**src/cbt_pkg.sv**
```systemverilog
// Shared types and constants for the cubic Bezier tessellator.
// No dependencies; every other file in src/ uses this package.
package cbt_pkg;

   localparam int COORD_W     = 32;
   localparam int T_W         = 17;
   localparam int TINC_W      = 16;
   localparam int STEPS_CFG_W = 7;
   localparam int CSR_IDX_W   = 4;
   localparam int CSR_DATA_W  = 16;
   localparam int DEF_MAX_STEPS = 64;
   localparam int QUEUE_DEPTH   = 2;

   localparam logic [T_W-1:0] T_ONE = 17'h1_0000;

   localparam logic [CSR_IDX_W-1:0] CSR_STEPS_IDX = 4'd0;
   localparam logic [CSR_IDX_W-1:0] CSR_TINC_IDX  = 4'd1;

   localparam logic [STEPS_CFG_W-1:0] STEPS_RESET = 7'd16;
   localparam logic [TINC_W-1:0]      TINC_RESET  = 16'd4096;

   typedef logic signed [COORD_W-1:0] coord_type;

   typedef struct packed {
      coord_type x;
      coord_type y;
      coord_type z;
   } point_type;

   typedef struct packed {
      point_type p0;
      point_type p1;
      point_type p2;
      point_type p3;
   } segment_type;

endpackage

```
**src/cbt_seg_queue.sv**
```systemverilog
// Short FIFO of completed segments between front and back ends.
// Depends on cbt_pkg.
module cbt_seg_queue (
   input  logic                 clock,
   input  logic                 reset,
   input  logic                 push,
   input  cbt_pkg::segment_type push_seg,
   output logic                 push_ready,
   input  logic                 pop,
   output logic                 head_valid,
   output cbt_pkg::segment_type head_seg
);

   localparam int DEPTH = cbt_pkg::QUEUE_DEPTH;
   localparam int PTR_W = (DEPTH > 1) ? $clog2(DEPTH) : 1;
   localparam int CNT_W = $clog2(DEPTH + 1);

   cbt_pkg::segment_type slot_ff [DEPTH];
   logic [PTR_W-1:0] wr_ptr_ff, rd_ptr_ff;
   logic [CNT_W-1:0] count_ff, count_in;

   assign push_ready = count_ff != CNT_W'(DEPTH);
   assign head_valid = count_ff != '0;
   assign head_seg   = slot_ff[rd_ptr_ff];

   always_comb begin
      count_in = count_ff;
      if (push && !pop) begin
         count_in = count_ff + 1'b1;
      end else if (pop && !push) begin
         count_in = count_ff - 1'b1;
      end
   end

   always_ff @(posedge clock) begin
      if (reset) begin
         wr_ptr_ff <= '0;
         rd_ptr_ff <= '0;
         count_ff  <= '0;
      end else begin
         count_ff <= count_in;
         if (push) begin
            wr_ptr_ff <= (wr_ptr_ff == PTR_W'(DEPTH - 1)) ? '0 : wr_ptr_ff + 1'b1;
         end
         if (pop) begin
            rd_ptr_ff <= (rd_ptr_ff == PTR_W'(DEPTH - 1)) ? '0 : rd_ptr_ff + 1'b1;
         end
      end
   end

   always_ff @(posedge clock) begin
      if (push) begin
         slot_ff[wr_ptr_ff] <= push_seg;
      end
   end

   a_no_overflow: assert property (@(posedge clock) disable iff (reset)
      push |-> push_ready)
      else $error("segment pushed into full queue");

   a_no_underflow: assert property (@(posedge clock) disable iff (reset)
      pop |-> head_valid)
      else $error("segment popped from empty queue");

endmodule

```
**config.mk**
```make
export PLATFORM = sky130hd
export DESIGN_NAME = cbt_seg_queue
export DESIGN_NICKNAME = d
export VERILOG_FILES = /design/src/cbt_pkg.sv /design/src/cbt_seg_queue.sv
export SDC_FILE = /design/constraint.sdc
export NUM_CORES = 1
export LEC_CHECK = 0
export BUFFER_PORTS_ARGS = -buffer_cell sky130_fd_sc_hd__buf_2
export CAP_MARGIN = 10
export CELL_PAD_IN_SITES_DETAIL_PLACEMENT = 1
export CELL_PAD_IN_SITES_GLOBAL_PLACEMENT = 1
export CORE_AREA = 4 4 296 298
export DETAILED_ROUTE_END_ITERATION = 10
export DIE_AREA = 0 0 300 302
export MAX_ROUTING_LAYER = met4
export PLACE_DENSITY = 0.73
export SLEW_MARGIN = 20
export SYNTH_ARGS = -nofsm -noshare
export SYNTH_HDL_FRONTEND = slang
export SYNTH_SLANG_ARGS = --single-unit
export TNS_END_PERCENT = 30
```
**constraint.sdc**
```tcl
create_clock -name clock -period 48.3 [get_ports clock]
set_input_delay 9.66 -clock clock [delete_from_list [all_inputs] [get_ports clock]]
set_output_delay 9.66 -clock clock [all_outputs]
set_load 0.05 [all_outputs]
```
=== Word-level counts from Yosys, hierarchy flattened ===
Memories as Yosys holds them, arrays and structs flattened. A register that Yosys moved wholly into a read port is not among the register bits.
Cells that the tools add are included.

* Bits in registers: 4
* Latch bits: 0
* RAM bits: 768
* ROM bits: 0
* Word-level logic and storage cells: 23
* Memories kept: 1

* $add $sub $neg: 4
* Multipliers: 0
* Divide/modulo/power cells: 0
* Magnitude comparators: 0
* Equality and inequality tests: 1
* Shift operators: 0
* Mux-type cells: 8
* Bitwise gates (word level): 0
* Reduce and logical (&&, ||, !) cells: 6

{| class="wikitable"
|+ Memory list
! memory !! depth !! width !! rd ports !! clocked after Yosys merged registers in !! write ports !! RTL line !! text
|-
| slot_ff || 2 || 384 || 1 || 1 || 1 || cbt_seg_queue.sv:18 || <nowiki>cbt_pkg::segment_type slot_ff [DEPTH];</nowiki>
|}

{| class="wikitable"
|+ Operator list
! operator !! count
|-
| 1-bit two-way mux || 6
|-
| 2-bit two-way mux || 2
|-
| 2-bit nonzero test || 2
|-
| 1-bit adder (second input constant) || 2
|-
| 2-bit by 1-bit adder with 2-bit output (second input constant) || 1
|-
| 1-bit logical AND || 2
|-
| 1-bit zero test || 2
|-
| 2-bit inequality test (second input constant) || 1
|-
| 2-bit by 1-bit subtractor with 2-bit output (second input constant) || 1
|}

=== Longest topological paths before layout ===
* Depth in word-level cells: 4
* Gate-level depth with buffers: 5
* Depth with buffers taken out: 5

=== Worst setup path after synthesis ===
OpenSTA, ideal clock, no wires.

* Path kind: input-to-reg
* From: input port push
* To: memory slot_ff[0][0] (netlist bit) (enable)
* Setup time: 1185 ps
* Arrival: 26143 ps
* Data required time: 47115 ps
* Slack: 20972 ps
* Cell stages on the path: 1
* Cells stage by stage: nor2b_1

* Cells in the longest elaborated chain, start to end: 2

{| class="wikitable"
|+ Ends and longest elaborated chain
! what !! RTL line !! text
|-
| start, declared || cbt_seg_queue.sv:6 || <nowiki>input logic push,</nowiki>
|-
| 1-bit two-way mux || cbt_seg_queue.sv:52 || <nowiki>if (push) begin</nowiki>
|-
| 1-bit two-way mux (implied by the code) || cbt_seg_queue.sv:53 || <nowiki>slot_ff[wr_ptr_ff] <= push_seg;</nowiki>
|-
| end, declared || cbt_seg_queue.sv:18 ||
|}

Every way passes these cells.

==> impl_metrics.ini <==
[status]
status = completed

[routing]
vias = 14700
vias_per_cell = 4.49
ant_nets = 0
wirelength_um = 75300
wire_per_inst_um = 23.1
drc_errors = 0
dr.pass1.iters = 5
drt_iter0_markers = 846

[power_and_ir_drop]
leakage_uw = 0.0145
vdd_ir_drop_max_v = 0.0000364
power.total_uw = 1700
power.density_mw_per_mm2 = 45.9

[worst_setup_path]
cp_max_fo = 58
critPathKind = register to output port
required_ns = 38.64
worst_ep_arrival_time_ns = 4.22
worstSetupEndpointType = output port
start_kind = register

[clocking]
cts_root_buffer = clkbuf_16
h-tree-depth = 3
postCtsSetupBuffers = 0
cts_resized = 0
cts_made_buffers = 80
worstSkewPairLatency_ns = 0.59
cts_buffer_depth = 3
cts_tree = built
cts_hold_buf = 0
clkTransAtPathRegs_ns = 0.06
cts_sinks = 773

[global_routing]
grt_max_degree = 121
overflow = 0
antenna_found_initial = 18
track_usage = 0.164
grt_pass1_wl_um = 108000
grt_pass1_vias = 16600

[layout]
layout.nets = 2434
filler_cell_count = 8329
drive_above_1_share = 0.612
fin_util = 0.435
area_delta_synth_final_pct = 25.4

[timing]
skew_ns = 0.0178
setup_viol = 0
max_slew_margin = 0.270
rsz0062_at_grt = no
fin_crit_sh = 0.287
tns_ns = 0
drv_slew = 0
worstMarginPinSlew_ns = 1.10
max_freq_mhz = 72.1
post-route-min-period_ns = 13.88
final_hold_viol_count = 0

[floorplanning]
die_y_um = 302
die_area_mm2 = 0.0906
ios = 774
num_rows = 107
start_util = 0.347
die_w_um = 300
core-area_mm2 = 0.0849

[synthesis]
syn_nets = 1606
ys_ff_latch = 773
yosysWarnings = 0
synth_cells = 1217
synth_cell_type_count = 20
synth_area_mm2 = 0.0295
postSynthAreaPerCell_um2 = 24.2
yosysSeqAreaShare = 0.786

[placement]
place.gp.congestion = 0.909
portBuffers = 773
post-dp-hpwl_um = 53500

[min_path]
hold_class = register to register

[job]
maxCapViolCount = 0
cells in the final DEF (no fill, tap or decap):
cell type	netlist	routed
dfxtp_4	0	1
inv_1	1	1
or2_2	1	1
and2_4	0	1
buf_12	2	1
bufinv_16	0	8
nor2b_4	0	1
inv_8	0	1
diode_2	0	20
a21oi_1	1	1
clkbuf_8	0	2
mux2_2	24	24
or3_1	1	1
clkbuf_1	0	16
clkinv_8	0	1
clkinv_2	0	11
inv_6	0	4
nand2b_1	1	1
clkinv_1	0	15
clkbuf_16	0	80
xnor2_1	2	2
dfxtp_1	5	4
buf_4	0	15
buf_2	2	773
clkinvlp_4	0	1
o21ai_0	1	1
xor2_1	2	2
ha_1	1	1
nor2_1	4	4
clkinv_4	0	1
mux2_4	360	360
edfxtp_1	768	768
cells by family (layout without fill, tap and decap cells):
kind of cell	after synthesis	in the layout	share of synthesized area
other cells	0	20	0
flops	773	773	0.786
buf+inv	44	930	0.0181
fa+ha+maj	1	1	0.000424
mux	384	384	0.193
xor+xnor	4	4	0.00119
simple gates	9	9	0.00157
compound gates	2	2	0.000339
Yosys cell counts:
cell type,count,area [µm²]
mux2_4,360,5410
buf_12,2,40.0
xnor2_1,2,17.5
nor2b_1,1,6.26
edfxtp_1,768,23100
nor2_1,4,15.0
dfxtp_1,5,100
mux2_2,24,270
or2_2,1,6.26
inv_1,1,3.75
xor2_1,2,17.5
and2_1,1,6.26
a21oi_1,1,5.00
o21ai_0,1,5.00
buf_8,11,165
buf_6,28,315
or3_1,1,6.26
nand2b_1,1,6.26
ha_1,1,12.5
buf_2,2,10.0
worst max-delay path, cell delays in order (launching register included):
cell     delay [ns]
dfxtp_4        1.05
buf_4          0.95
buf_4          0.88
mux2_2         0.42
buf_2          0.21
metal layers:
layer | part of all wire | global-route usage | vias to the layer above
met3 | 0.078 | 0.0504 | 137
met5 | 0 | - | -
met4 | 0.032 | 0.0611 | 0
li1 | - | - | 6547
met1 | 0.34 | 0.163 | 7377
met2 | 0.55 | 0.302 | 606
per-stage QoR:
stage	hold slack, ns	cells	area [µm²]	setup WS (ns)
after detailed placement	0.524	3107	34400	34.74
after floorplan	0.461	1217	29500	20.97
after global placement	0.480	3107	34400	34.88
after global routing	0.567	3265	37000	34.17
after CTS	0.535	3247	36900	34.29
final	0.531	3267	37000	34.42
registers in the layout (all words and copies together) (netlist names), named ones only:
signal,cells
slot_ff,768
wr_ptr_ff,1
count_ff,2
rd_ptr_ff,1
layout make-up:
cell class | count | area, µm² | share of cell area
antenna | 20 | 50.0 | 0.00135
clock buffer | 98 | 2090 | 0.0565
clock inverter | 42 | 430 | 0.0116
inverter | 1 | 3.75 | 0.000102
multi-input combinational | 400 | 5790 | 0.157
sequential | 773 | 23200 | 0.627
tap | 1144 | 1430 | 0.0387
timing repair buffer | 789 | 4000 | 0.108
path summary, 6_finish.rpt:
path              slack (ns)  depth (start not counted)               to      start
setup / recovery       34.42                          4    head_seg[378]   register
hold / removal          0.53                          2         register  rd_ptr_ff
setup reg to reg       44.33                          4  slot_ff[1][292]  wr_ptr_ff
hold reg to reg         0.53                          2         register  rd_ptr_ff
power breakdown:
| part | total (µW) | internal [µW] | switching, µW |
|---|---|---|---|
| clock network | 598 | 350 | 248 |
| logic | 298 | 93.0 | 205 |
| registers | 800 | 785 | 15.2 |
(Power assumes the default switching activity.)
