### src/cbt_pkg.sv
// Shared types and constants for the cubic Bezier tessellator.
// No dependencies; every other file in src/ uses this package.
package cbt_pkg;

   localparam int COORD_W     = 32;
   localparam int T_W         = 17;
   localparam int TINC_W      = 16;
   localparam int STEPS_CFG_W = 7;
   localparam int CSR_IDX_W   = 4;
   localparam int CSR_DATA_W  = 16;
   localparam int DEF_MAX_STEPS = 64;
   localparam int QUEUE_DEPTH   = 2;

   localparam logic [T_W-1:0] T_ONE = 17'h1_0000;

   localparam logic [CSR_IDX_W-1:0] CSR_STEPS_IDX = 4'd0;
   localparam logic [CSR_IDX_W-1:0] CSR_TINC_IDX  = 4'd1;

   localparam logic [STEPS_CFG_W-1:0] STEPS_RESET = 7'd16;
   localparam logic [TINC_W-1:0]      TINC_RESET  = 16'd4096;

   typedef logic signed [COORD_W-1:0] coord_type;

   typedef struct packed {
      coord_type x;
      coord_type y;
      coord_type z;
   } point_type;

   typedef struct packed {
      point_type p0;
      point_type p1;
      point_type p2;
      point_type p3;
   } segment_type;

endpackage

### src/cbt_req_if.sv
// Control point channel: valid/ready plus one 3D control point.
// Depends on cbt_pkg.
interface cbt_req_if;
   logic                valid;
   logic                ready;
   cbt_pkg::coord_type  ctrl_x;
   cbt_pkg::coord_type  ctrl_y;
   cbt_pkg::coord_type  ctrl_z;
   logic                start_curve;

   modport source (output valid, ctrl_x, ctrl_y, ctrl_z, start_curve, input ready);
   modport sink   (input valid, ctrl_x, ctrl_y, ctrl_z, start_curve, output ready);
endinterface

### src/cbt_front.sv
// Front end: takes control point beats, holds the open segment's points and
// queues each completed segment if emit_en. Depends on cbt_pkg, cbt_req_if.
module cbt_front (
   input  logic                clock,
   input  logic                reset,
   cbt_req_if.sink             req,
   input  logic                emit_en,   // current step count is nonzero
   input  logic                q_ready,
   output logic                q_push,
   output cbt_pkg::segment_type q_seg
);

   cbt_pkg::point_type p_ff [3];
   logic [1:0]         held_ff;
   logic [1:0]         held_in;
   logic [1:0]         held_eff;
   logic               accept;
   cbt_pkg::point_type new_pt;

   assign req.ready = q_ready;
   assign accept    = req.valid && req.ready;
   assign new_pt    = '{x: req.ctrl_x, y: req.ctrl_y, z: req.ctrl_z};
   assign held_eff  = req.start_curve ? 2'd0 : held_ff;

   assign q_seg  = '{p0: p_ff[0], p1: p_ff[1], p2: p_ff[2], p3: new_pt};
   assign q_push = accept && (held_eff == 2'd3) && emit_en;

   // fourth point closes a segment; its end point opens the next one
   assign held_in = (held_eff == 2'd3) ? 2'd1 : held_eff + 2'd1;

   always_ff @(posedge clock) begin
      if (reset) begin
         held_ff <= 2'd0;
      end else if (accept) begin
         held_ff <= held_in;
      end
   end

   always_ff @(posedge clock) begin
      if (accept) begin
         unique case (held_eff)
            2'd0: p_ff[0] <= new_pt;
            2'd1: p_ff[1] <= new_pt;
            2'd2: p_ff[2] <= new_pt;
            2'd3: p_ff[0] <= new_pt;
            default: p_ff[0] <= new_pt;
         endcase
      end
   end

   a_held_nonzero: assert property (@(posedge clock) disable iff (reset)
      accept |=> held_ff != 2'd0)
      else $error("point count zero after a control point beat");

endmodule

### src/flat_wrapper.sv
// flat-port wrapper written by rule: the top's interface ports become plain ports
module cbt_front_flat 
  (clock, reset, emit_en, q_ready, q_push, q_seg, req_valid, req_ctrl_x, req_ctrl_y, req_ctrl_z, req_start_curve, req_ready);
  cbt_req_if req_i ();
  input  logic clock;
  input  logic reset;
  input  logic emit_en;
  input  logic q_ready;
  output logic q_push;
  output cbt_pkg::segment_type q_seg;
  input wire logic [$bits(req_i.valid)-1:0] req_valid;
  input wire logic [$bits(req_i.ctrl_x)-1:0] req_ctrl_x;
  input wire logic [$bits(req_i.ctrl_y)-1:0] req_ctrl_y;
  input wire logic [$bits(req_i.ctrl_z)-1:0] req_ctrl_z;
  input wire logic [$bits(req_i.start_curve)-1:0] req_start_curve;
  output wire logic [$bits(req_i.ready)-1:0] req_ready;
  assign req_i.valid = req_valid;
  assign req_i.ctrl_x = req_ctrl_x;
  assign req_i.ctrl_y = req_ctrl_y;
  assign req_i.ctrl_z = req_ctrl_z;
  assign req_i.start_curve = req_start_curve;
  assign req_ready = req_i.ready;
  cbt_front u_core (.clock(clock), .reset(reset), .req(req_i), .emit_en(emit_en), .q_ready(q_ready), .q_push(q_push), .q_seg(q_seg));
endmodule
### config.mk
export PLATFORM = sky130hd
export DESIGN_NAME = cbt_front_flat
export DESIGN_NICKNAME = d
export VERILOG_FILES = /design/src/cbt_pkg.sv /design/src/cbt_req_if.sv /design/src/cbt_front.sv /design/src/flat_wrapper.sv
export SDC_FILE = /design/constraint.sdc
export NUM_CORES = 1
export LEC_CHECK = 0
export BUFFER_PORTS_ARGS = -buffer_cell sky130_fd_sc_hd__clkbuf_2
export CORE_AREA = 2 2 191 193
export DETAILED_ROUTE_END_ITERATION = 6
export DIE_AREA = 0 0 193 195
export GPL_TIMING_DRIVEN = 0
export HOLD_SLACK_MARGIN = 0.06
export PLACE_DENSITY_LB_ADDON = 0.15
export SKIP_LAST_GASP = 1
export SLEW_MARGIN = 30
export SYNTH_ARGS = -nofsm -noshare
export SYNTH_HDL_FRONTEND = slang
export SYNTH_SLANG_ARGS = --single-unit
export TNS_END_PERCENT = 5
### constraint.sdc
create_clock -name clock -period 5.2 [get_ports clock]
set_input_delay 0.52 -clock clock [delete_from_list [all_inputs] [get_ports clock]]
set_output_delay 0.52 -clock clock [all_outputs]
set_load 0.05 [all_outputs]
# Word level (Yosys, flattened, before mapping)
# Memory sizes are Yosys's and may differ from the RTL's.
# Cells that the tools add are included.
[op_classes] addsub=1 n_eq_ne=3 mux=21 n_bitwise=1 reduce_logical=6
[op_table] op="$mux 96" n=3
[op_table] op="$reduce_or 96->1" n=2
[op_table] op="$mux 1" n=14
[op_table] op="$mux 2" n=4
[op_table] op="$eq 2x2->1 const B" n=2
[op_table] op="$logic_and 1x1->1" n=3
[op_table] op="$add 2x1->2 const B" n=1
[op_table] op="$eq 2x1->1 const B" n=1
[op_table] op="$logic_not 2->1" n=1
[op_table] op="$or 1x1->1" n=1
[totals] ff_bits=2 ram_bits=288 input_bits=102 output_inout_bits=386 wordCells=34 memories=1
[memory_table] memory="u_core.p_ff" words=3 word_bits=96 read_ports=3 rd_ports_with_merged_regs=0 wr=1 line_no="cbt_front.sv:13" source="cbt_pkg::point_type p_ff [3];"

# Longest topological paths before layout
# Gate-level depths: netlist of run 1.
[logic_depth] depth_word=8 mapped_depth=4 depth_no_buf=4

# Worst setup path before layout of run 1
# No wires, ideal clock.
[synth_path] kind="input -> register" startpoint="input req_start_curve" endpoint="memory u_core.p_ff[0][0] (netlist bit), enable pin" setup_ns=0.450 arrival_ns=2.914 required_time_ns=4.750 slack_ns=1.835 path_stages=4 path_buffers=0 path_cell_list="nand2b_1 -> inv_1 -> ha_1 -> o211a_1"
[synth_between] elab_chain_cells=8 elab_cells_between_ends=24 classes_between="3 x eq/ne; 17 x mux; 1 x bitwise; 3 x reduce/logical"
[synth_lines] item="start, declared" line_no="flat_wrapper.sv:15" source="input wire logic [$bits(req_i.start_curve)-1:0] req_start_curve;"
[synth_lines] item="$mux 2 (*)" line_no="cbt_front.sv:23" source="assign held_eff = req.start_curve ? 2'd0 : held_ff;"
[synth_lines] item="$eq 2x1->1, or another cell as far along" line_no="cbt_front.sv:41" source="unique case (held_eff)"
[synth_lines] item="$mux 1" line_no="cbt_front.sv:41"
[synth_lines] item="$mux 1" line_no="cbt_front.sv:40" source="if (accept) begin"
[synth_lines] item="$mux 1 (on tied branches)" line_no="cbt_front.sv:43, cbt_front.sv:42, cbt_front.sv:45"
[synth_lines] item="$reduce_or 96->1 (no line) / $or 1x1->1 (equally long branches)"
[synth_lines] item="$mux 2 (no line) / $mux 1 (equally long branches) (2 in series)"
[synth_lines] item="end, declared" line_no="cbt_front.sv:13"
# Mark *: on every way between the ends. The rest lies on a longest branch, timed or not.

# Worst setup path in the final report of run 1
[layout_path] startpoint="register u_core.held_ff[0]" endpoint="output q_push"
[layout_between] elab_chain_cells=4
[layout_lines] item="start, declared" line_no="cbt_front.sv:14" source="logic [1:0] held_ff;"
[layout_lines] item="start signal, assigned" line_no="cbt_front.sv:35" source="held_ff <= held_in;"
[layout_lines] item="$mux 2" line_no="cbt_front.sv:23"
[layout_lines] item="$eq 2x2->1" line_no="cbt_front.sv:26" source="assign q_push = accept && (held_eff == 2'd3) && emit_en;"
[layout_lines] item="$logic_and 1x1->1 (2 in series)" line_no="cbt_front.sv:26"
[layout_lines] item="end, declared" line_no="flat_wrapper.sv:9" source="output logic q_push;"
# No other way between the ends.

==> reports/results.txt, run 1 <==
Outcome - finished clean
Slew @ Worst Pin - 0.597 ns
Routed len/inst - 17.0 um
Die footprint - 37600 um^2
Hold Crit Depth - 2
Worst Hold Launch - reset
Crit path capture type - output pin
Critical path required time - 4.68 ns
Worst-path cell chain - nor2b_1 -> ha_1 -> and4_2 -> clkbuf_2
Post-Route WL - 24.0 mm
Share of cells above drive strength 1 - 0.664
Max Clock Skew - 0.0142 ns
Setup Total Neg Slack - 0 ns
Worst vdd ir - 0.252 mV
Max Slew Vio Count - 0
Post-DRT Antenna Nets - 0
Rel. slew slack - 0.602
Core ar. - 35400 um^2
Sw Share - 0.250
Global-route wire length before repair - 33.6 mm
Net Switching - 1.28 mW
Worst-skew pair later-pin latency - 0.55 ns
Clock root buffer - clkbuf_16
Lkg Pwr - 5.69 nW
Crit path max fanout - 4
Via density - 3.84
Synth cell types - 12
Die Wd - 193 um
Final count of hold timing violations - 0
CTS sink cnt - 290
CTS Buf Count - 31
Syn-to-layout area delta - 42.2%
Post-cts resize count - 0
I/O pins - 488
Hpwl dp - 17.3 mm
Register area share after synthesis - 0.909
Max clock buf depth - 3
GP Congestion - 0.701
Worst-path clk slew - 0.06 ns
Iter 0 DRT Violations - 209
Highest-count cells in the layout ignoring fill and taps - clkbuf_2, edfxtp_1, buf_4
Syn Area/Cell - 23.7 um^2
Fmax achieved - 0.406 GHz
RSZ-0062 raised after global routing - false
Synthesized flop and latch total - 290
Final Core Density - 0.384
Worst R2R Setup Slack - 3.02 ns
Final Critical Period - 2.47 ns
Initial core utilization - 0.270
Syn nets - 511
Critical path type - flip-flop to output pin
Mapped cell area - 9560 um^2
Ys Warns - 0
Worst EP arrival - 1.95 ns
Internal power - 3.84 mW
Startpoint types - flip-flop
CTS tree - done
Largest net degree at the start of global routing - 40
PD cells - 377 nW/um^2
Tot GR Track Use - 0.119
Setup Viol. Count Final - 0
Synth Instances - 404
Port bufs - 487
Clock H-tree levels - 1
GR Overflow Total - 0
Vias in the first global route - 5232
Commonest non-fill, non-tap cell in the layout - clkbuf_2
R2R depth - 6
Clk network pwr share - 0.376
Final nets - 1037
Rows - 69
Crit-path max cell delay - 0.33 ns
Fin crit share - 0.474
Top-area cell type share of the netlist area - 0.904
Synth area leaders - edfxtp_1, buf_4, ha_1
Vias - 5415
Hold Crit Class - input pin to flip-flop
Setup bufs post-CTS - 0
Pre-Repair DR Iteration Count - 4
Slowest-stage cell, CP - dfxtp_1
Sequential share of power - 0.516
Max Cap Viol - 0
Setup ws final - 2.73 ns
Initial antenna violation count - 0
Biggest area consumer among synthesized cells - edfxtp_1
Combinational share of power - 0.108
Number of diodes - 0
Die H - 195 um
Worst R2R Start - u_core.held_ff[0]$_SDFFE_PP0N_
Hold-fix buffers at CTS - 0
Reg-to-reg endpoint - u_core.p_ff[2][19]$_DFFE_PP_
WHS Endpoint - u_core.held_ff[0]$_SDFFE_PP0N_
DP Worst Slack - 2.57 ns
Post-route DRC - 0
-- worst max-delay path by stage --
stage | startpoint | slack, ns | depth (start not counted) | endpoint
floorplan | req_start_curve | 1.84 | 4 | u_core.p_ff[0][0]$_DFFE_PP_
global placement | req_start_curve | 0.22 | 4 | u_core.p_ff[0][15]$_DFFE_PP_
detailed placement | req_start_curve | 2.57 | 7 | u_core.p_ff[2][71]$_DFFE_PP_
CTS | u_core.held_ff[0]$_SDFFE_PP0N_ | 2.66 | 4 | q_push
global route | u_core.held_ff[0]$_SDFFE_PP0N_ | 2.56 | 4 | q_push
finish | u_core.held_ff[0]$_SDFFE_PP0N_ | 2.73 | 4 | q_push
-- per-layer routing --
| layer | part of all wire | up-vias | track usage | wire [um] |
|---|---|---|---|---|
| met3 | 0.096 | 42 | 0.0417 | 2300 |
| li1 | - | 2512 | - | - |
| met4 | 0.035 | 0 | 0.0449 | 846 |
| met2 | 0.51 | 296 | 0.208 | 12100 |
| met5 | 0 | - | 0 | 0 |
| met1 | 0.36 | 2565 | 0.134 | 8690 |
-- power groups by stage --
stage / logic [mW] / clock network (mW) / registers (mW)
floorplan: 0.223 / 0 / 2.86
global placement: 0.554 / 0 / 2.70
detailed placement: 0.563 / 0 / 2.69
CTS: 0.563 / 2.00 / 2.64
global route: 0.583 / 2.09 / 2.64
finish: 0.554 / 1.93 / 2.64
-- worst max-delay path, delay by kind of cell (launching register included) --
kind | cells | cell delay, ns
fa+ha+maj | 1 | 0.25
flops | 1 | 0.33
buf+inv | 1 | 0.28
simple gates | 2 | 0.53
-- final cells by class --
cell class              count  area, um^2
flip-flops and latches    290        8690
multi-input cells          15         153
fillers                  3405       21800
well taps                 461         577
inverters                   2        7.51
clock inverters            13        61.3
clock buffers              39         806
plain buffers              97         728
repair buffers            493        2570
-- state kept, by name (all words and copies together), names as in the netlist --
| signal | cells |
|---|---|
| u_core.held_ff | 2 |
| u_core.p_ff | 288 |
-- Yosys cell counts, drive strengths merged --
library cell / count
edfxtp: 288
buf: 97
ha: 5
a21oi: 2
a311oi: 2
and3: 2
dfxtp: 2
inv: 2
and4: 1
nand2b: 1
nor2b: 1
o211a: 1
-- cell families after synthesis --
kind of cell | count (synthesis) | synth area share
adders and majority gates | 5 | 0.00654
DFF | 290 | 0.909
AOI/OAI and AO/OA | 5 | 0.00393
buffers and inverters | 99 | 0.0769
and+or+nand+nor | 5 | 0.00393
-- stage by stage --
step	hold slack (ns)	power, mW	area (um^2)	instances
after floorplan	0.482	3.08	9560	404
after global placement	0.496	3.25	12600	1352
after detailed placement	0.504	3.25	12700	1358
after CTS	0.110	5.21	13600	1410
after global routing	0.129	5.31	13600	1410
final	0.144	5.12	13600	1410
(Power assumes the default switching activity.)
==> run 2: changes to the inputs <==
Settings changed: CORE_AREA 2 2 191 193 to 2 2 188 190, DIE_AREA 0 0 193 195 to 0 0 190 192.
Clock period 5.2 ns to 2.45 ns, I/O delays scaled along.
==> reports/results.txt, run 2 (synthesis results as in run 1) <==
Outcome - finished clean
Worst-path clk slew - 0.06 ns (about the same)
Clock root buffer - clkbuf_16
Vias in the first global route - 5738 (+9.7%)
Startpoint types - flip-flop
Max clock buf depth - 3 (unchanged)
Die Wd - 190 um (-1.6%)
Worst-path cell chain - nor2b_1 -> ha_1 -> and4_2 -> clkbuf_2
Crit path capture type - output pin
Largest registers - u_core.p_ff x288, u_core.held_ff x2
Via density - 3.92 (+1.9%)
Setup Viol. Count Final - 0 (unchanged)
Final nets - 1137 (+9.6%)
Iter 0 DRT Violations - 182 (-13%)
I/O pins - 488 (unchanged)
Slew @ Worst Pin - 0.630 ns (+0.0326 ns)
Post-DRT Antenna Nets - 0 (unchanged)
Max Clock Skew - 0.00940 ns (-0.00479 ns)
Design Power - 11.6 mW (+130%)
Final Critical Period - 2.17 ns
Crit-path max cell delay - 0.33 ns (about the same)
Worst R2R Start - u_core.held_ff[0]$_SDFFE_PP0N_
Hpwl dp - 17.2 mm (-0.45%)
PD cells - 786 nW/um^2 (+110%)
WHS Endpoint - u_core.p_ff[2][47]$_DFFE_PP_
Setup ws final - 0.280 ns (-2.45 ns)
Share of cells above drive strength 1 - 0.608 (-0.0557)
DP Worst Slack - 0.329 ns (-2.25 ns)
CTS tree - done
Die footprint - 36500 um^2 (-3.1%)
Worst R2R Setup Slack - 0.37 ns (-2.65 ns)
Post-Route WL - 25.3 mm (+5.6%)
CTS sink cnt - 290 (unchanged)
CTS Buf Count - 31 (unchanged)
Setup Total Neg Slack - 0 ns (unchanged)
Fmax achieved - 0.461 GHz
Rows - 68 (-1.4%)
Routed len/inst - 16.8 um (-1.4%)
Hold Slack - 0.409 ns (+0.264 ns)
Pre-Repair DR Iteration Count - 4 (unchanged)
Crit path max fanout - 4 (unchanged)
Fin crit share - 0.886
GR Overflow Total - 0 (unchanged)
Reg-to-reg endpoint - u_core.p_ff[1][64]$_DFFE_PP_
Die H - 192 um (-1.5%)
Worst vdd ir - 0.534 mV (+110%)
Flip-flop count of the largest register after layout - 288 (unchanged)
Design Area, Final - 14800 um^2 (+8.6%)
Family with the most delay on the worst path - simple AND/OR/NAND/NOR gates
Post-cts resize count - 0 (unchanged)
Initial core utilization - 0.279 (+0.00873)
Buf/Inv on CP - 1 (unchanged)
Commonest non-fill, non-tap cell in the layout - clkbuf_2
Hold Crit Class - input pin to flip-flop
Worst Hold Launch - q_ready
Fin cells - 1509 (+7.0%)
Final count of hold timing violations - 0 (unchanged)
R2R depth - 4 (-2)
Placed cell areas - 12700 um^2 (about the same)
Clock H-tree levels - 1 (unchanged)
Vias - 5908 (+9.1%)
Initial antenna violation count - 0 (unchanged)
Top register by number of flip-flops - u_core.p_ff
Slowest-stage cell, CP - dfxtp_1
Global-route wire length before repair - 35.0 mm (+4.3%)
Largest net degree at the start of global routing - 41 (+2.5%)
Lkg Pwr - 6.19 nW (+8.8%)
Dpl cells - 1352 (-0.44%)
Port bufs - 487 (unchanged)
Highest-count cells in the layout ignoring fill and taps - clkbuf_2, edfxtp_1, dlygate4sd3_1
Number of diodes - 0 (unchanged)
Max Slew Vio Count - 0 (unchanged)
Critical path required time - 2.20 ns (-2.48 ns)
Worst EP arrival - 1.93 ns (-0.02 ns)
Syn-to-layout area delta - 54.3%
Max Cap Viol - 0 (unchanged)
GP Congestion - 0.740 (+5.6%)
Worst-skew pair later-pin latency - 0.55 ns (about the same)
Post-route DRC - 0 (unchanged)
Final Core Density - 0.430 (+0.0464)
Tot GR Track Use - 0.128 (+0.00858)
RSZ-0062 raised after global routing - false
Rel. slew slack - 0.580 (-0.0217)
Core ar. - 34300 um^2 (-3.1%)
Hold Crit Depth - 2 (unchanged)
Critical path type - flip-flop to output pin
[run 2: cell count changes in the layout (fill, tap and decap cells not counted), sizes merged]
| cell | previous run | this run |
|---|---|---|
| clkinvlp | 0 | 2 |
| inv | 3 | 2 |
| dlygate4sd3 | 0 | 100 |
| bufinv | 0 | 5 |
| clkbuf | 526 | 518 |
| clkinv | 12 | 19 |
[run 2: per-layer routing]
metal	part of all wire	up-vias	track usage
li1	-	2710	-
met2	0.51	313	0.233
met5	0	-	0
met3	0.093	59	0.0422
met4	0.034	0	0.0510
met1	0.36	2826	0.137
[run 2: repair_timing]
action                     CTS  global route
setup endpoints to repair    0             0
hold endpoints to repair   290             0
buffers inserted             0             0
hold buffers               100             0
[run 2: how the worst max path moves through the flow]
stage                                    from                      endpoint  cells past startpoint
2_1_floorplan  u_core.held_ff[0]$_SDFFE_PP0N_   u_core.p_ff[1][0]$_DFFE_PP_                      3
3_3_place_gp                  req_start_curve  u_core.p_ff[1][67]$_DFFE_PP_                      4
3_5_place_dp                  req_start_curve  u_core.p_ff[1][20]$_DFFE_PP_                      5
4_1_cts        u_core.held_ff[0]$_SDFFE_PP0N_                        q_push                      4
5_1_grt        u_core.held_ff[0]$_SDFFE_PP0N_                        q_push                      4
6_report       u_core.held_ff[0]$_SDFFE_PP0N_                        q_push                      4
[run 2: cell type report]
class	count	area [um^2]
clock inverter	26	263
timing repair buffer	593	3570
inverter	2	7.51
tap	455	569
clock buffer	31	776
multi-input combinational	15	153
sequential	290	8690
buffer	97	728
fill	3079	19500
[run 2: where the power goes]
| group | total, mW | internal (mW) | switching [mW] |
|---|---|---|---|
| registers | 5.61 | 5.58 | 0.0235 |
| clock network | 4.68 | 2.82 | 1.86 |
| logic | 1.31 | 0.387 | 0.927 |
| total | 11.6 | 8.79 | 2.81 |
==> run 3: changes to the inputs <==
Settings changed: CORE_AREA 2 2 188 190 to 4 4 190 192, DIE_AREA 0 0 190 192 to 0 0 194 196.
==> reports/results.txt, run 3 (synthesis results as in run 1) <==
Outcome - finished clean
Design Power - 11.4 mW (-1.8%)
Most used routing layer - met2
Max Slew Vio Count - 0 (unchanged)
Core ar. - 34400 um^2 (+0.25%)
Critical path type - flip-flop to output pin
Setup bufs post-CTS - 0 (unchanged)
Fmax achieved - 0.469 GHz (+1.7%)
GP Congestion - 0.725 (-2.0%)
Vias in the first global route - 5957 (+3.8%)
Global-route wire length before repair - 38.0 mm (+8.5%)
Largest net degree at the start of global routing - 41 (unchanged)
CTS sink cnt - 290 (unchanged)
Pre-Repair DR Iteration Count - 4 (unchanged)
Vias - 5852 (-0.95%)
GR Overflow Total - 0 (unchanged)
RSZ-0062 raised after global routing - false
Met2 global-route usage - 0.218 (-0.0153)
Iter 0 DRT Violations - 156 (-14%)
Grt met1 use - 0.150 (+0.0134)
Met3 Resource Use GR - 0.0412 (-0.000991)
Initial core utilization - 0.278 (-0.000690)
Final Core Density - 0.428 (-0.00267)
Startpoint types - flip-flop
Dpl cells - 1352 (unchanged)
Critical path required time - 2.20 ns (about the same)
CTS tree - done
Clock root buffer - clkbuf_16
Crit path max fanout - 4 (unchanged)
Max clock buf depth - 3 (unchanged)
PD cells - 775 nW/um^2 (-1.5%)
Lkg Pwr - 6.17 nW (-0.38%)
Post-DRT Antenna Nets - 0 (unchanged)
Routed len/inst - 17.2 um (+2.4%)
Hpwl dp - 17.7 mm (+2.9%)
Die H - 196 um (+2.1%)
Via density - 3.89 (-0.68%)
Worst-skew pair later-pin latency - 0.53 ns (-0.02 ns)
Rel. slew slack - 0.703 (+0.123)
Final nets - 1136 (-0.088%)
Commonest non-fill, non-tap cell in the layout - clkbuf_2
Largest registers - u_core.p_ff x288, u_core.held_ff x2
Hold Crit Class - input pin to flip-flop
Placed cell areas - 12700 um^2 (+0.12%)
Syn-to-layout area delta - 53.8%
Final count of hold timing violations - 0 (unchanged)
Share of cells above drive strength 1 - 0.605 (-0.00340)
Setup Viol. Count Final - 0 (unchanged)
Max Cap Viol - 0 (unchanged)
Final-layout fill cell count - 3088 (+0.29%)
Clock H-tree levels - 1 (unchanged)
Fin cells - 1505 (-0.27%)
CTS Buf Count - 31 (unchanged)
Worst vdd ir - 0.541 mV (+1.3%)
Tot GR Track Use - 0.128 (-0.000374)
Slew @ Worst Pin - 0.445 ns (-0.185 ns)
Worst-path clk slew - 0.06 ns (about the same)
Design Area, Final - 14700 um^2 (-0.37%)
Initial antenna violation count - 0 (unchanged)
Top register by number of flip-flops - u_core.p_ff
Post-route DRC - 0 (unchanged)
Crit path capture type - output pin
Fin crit share - 0.871 (-0.0150)
Post-Route WL - 25.8 mm (+2.1%)
Die footprint - 38000 um^2 (+4.2%)
Flip-flop count of the largest register after layout - 288 (unchanged)
Port bufs - 487 (unchanged)
Worst EP arrival - 1.89 ns (-0.04 ns)
Max Clock Skew - 0.00940 ns (-0.00000310 ns)
Highest-count cells in the layout ignoring fill and taps - clkbuf_2, edfxtp_1, dlygate4sd3_1
Rows - 68 (unchanged)
I/O pins - 488 (unchanged)
Final Critical Period - 2.13 ns (-0.0366 ns)
Number of diodes - 0 (unchanged)
Die Wd - 194 um (+2.1%)
[run 3: metrics by stage]
stage / setup WS (ns) / hold WS (ns) / setup TNS, ns
global placement: -0.903 / 0.432 / -183.04
CTS: 0.279 / 0.0764 / 0
finish: 0.317 / 0.101 / 0
global route: 0.217 / 0.0888 / 0
floorplan: 0.0790 / 0.317 / 0
detailed placement: 0.440 / 0.435 / 0
[run 3: per-layer routing]
layer / up-vias / share of wire
li1: 2710 / -
met1: 2767 / 0.37
met2: 313 / 0.50
met3: 62 / 0.089
met4: 0 / 0.038
met5: - / 0
[run 3: critical path, stage by stage, from the launching register on]
cell      delay [ns]
dfxtp_1         0.33
nor2b_1         0.28
ha_1            0.25
and4_2          0.22
clkbuf_2        0.28
[run 3: report_power, final]
group	switching, mW	leakage, nW	internal, mW	total, mW
Combinational	0.928	3.04	0.385	1.31
Sequential	0.0229	2.64	5.58	5.61
Clock	1.77	0.481	2.70	4.47
Total	2.72	6.17	8.67	11.4
[run 3: area by class of cell]
type	count	area, um^2	share of cell area
Multi-Input combinational cell	15	153	0.0104
Buffer	97	728	0.0495
Inverter	2	7.51	0.000511
Tap cell	455	569	0.0387
Clock buffer	34	787	0.0535
Clock inverter	20	191	0.0130
Sequential cell	290	8690	0.591
Timing Repair Buffer	592	3580	0.243
[run 3: worst paths after layout]
kind / depth (start not counted) / startpoint / end / slack (ns)
worst max-delay path: 4 / u_core.held_ff[0]$_SDFFE_PP0N_ / q_push / 0.32
worst min-delay path: 1 / req_ctrl_y[22] / u_core.p_ff[1][54]$_DFFE_PP_ / 0.10
worst max register to register: 4 / u_core.held_ff[0]$_SDFFE_PP0N_ / u_core.p_ff[0][76]$_DFFE_PP_ / 0.47
worst min register to register: 3 / u_core.held_ff[0]$_SDFFE_PP0N_ / u_core.held_ff[0]$_SDFFE_PP0N_ / 1.06
[run 3: timing repair]
item / in CTS / in global routing
hold buffers: 99 / 0
endpoints found under the hold margin: 287 / 0
resized for setup: 0 / 0
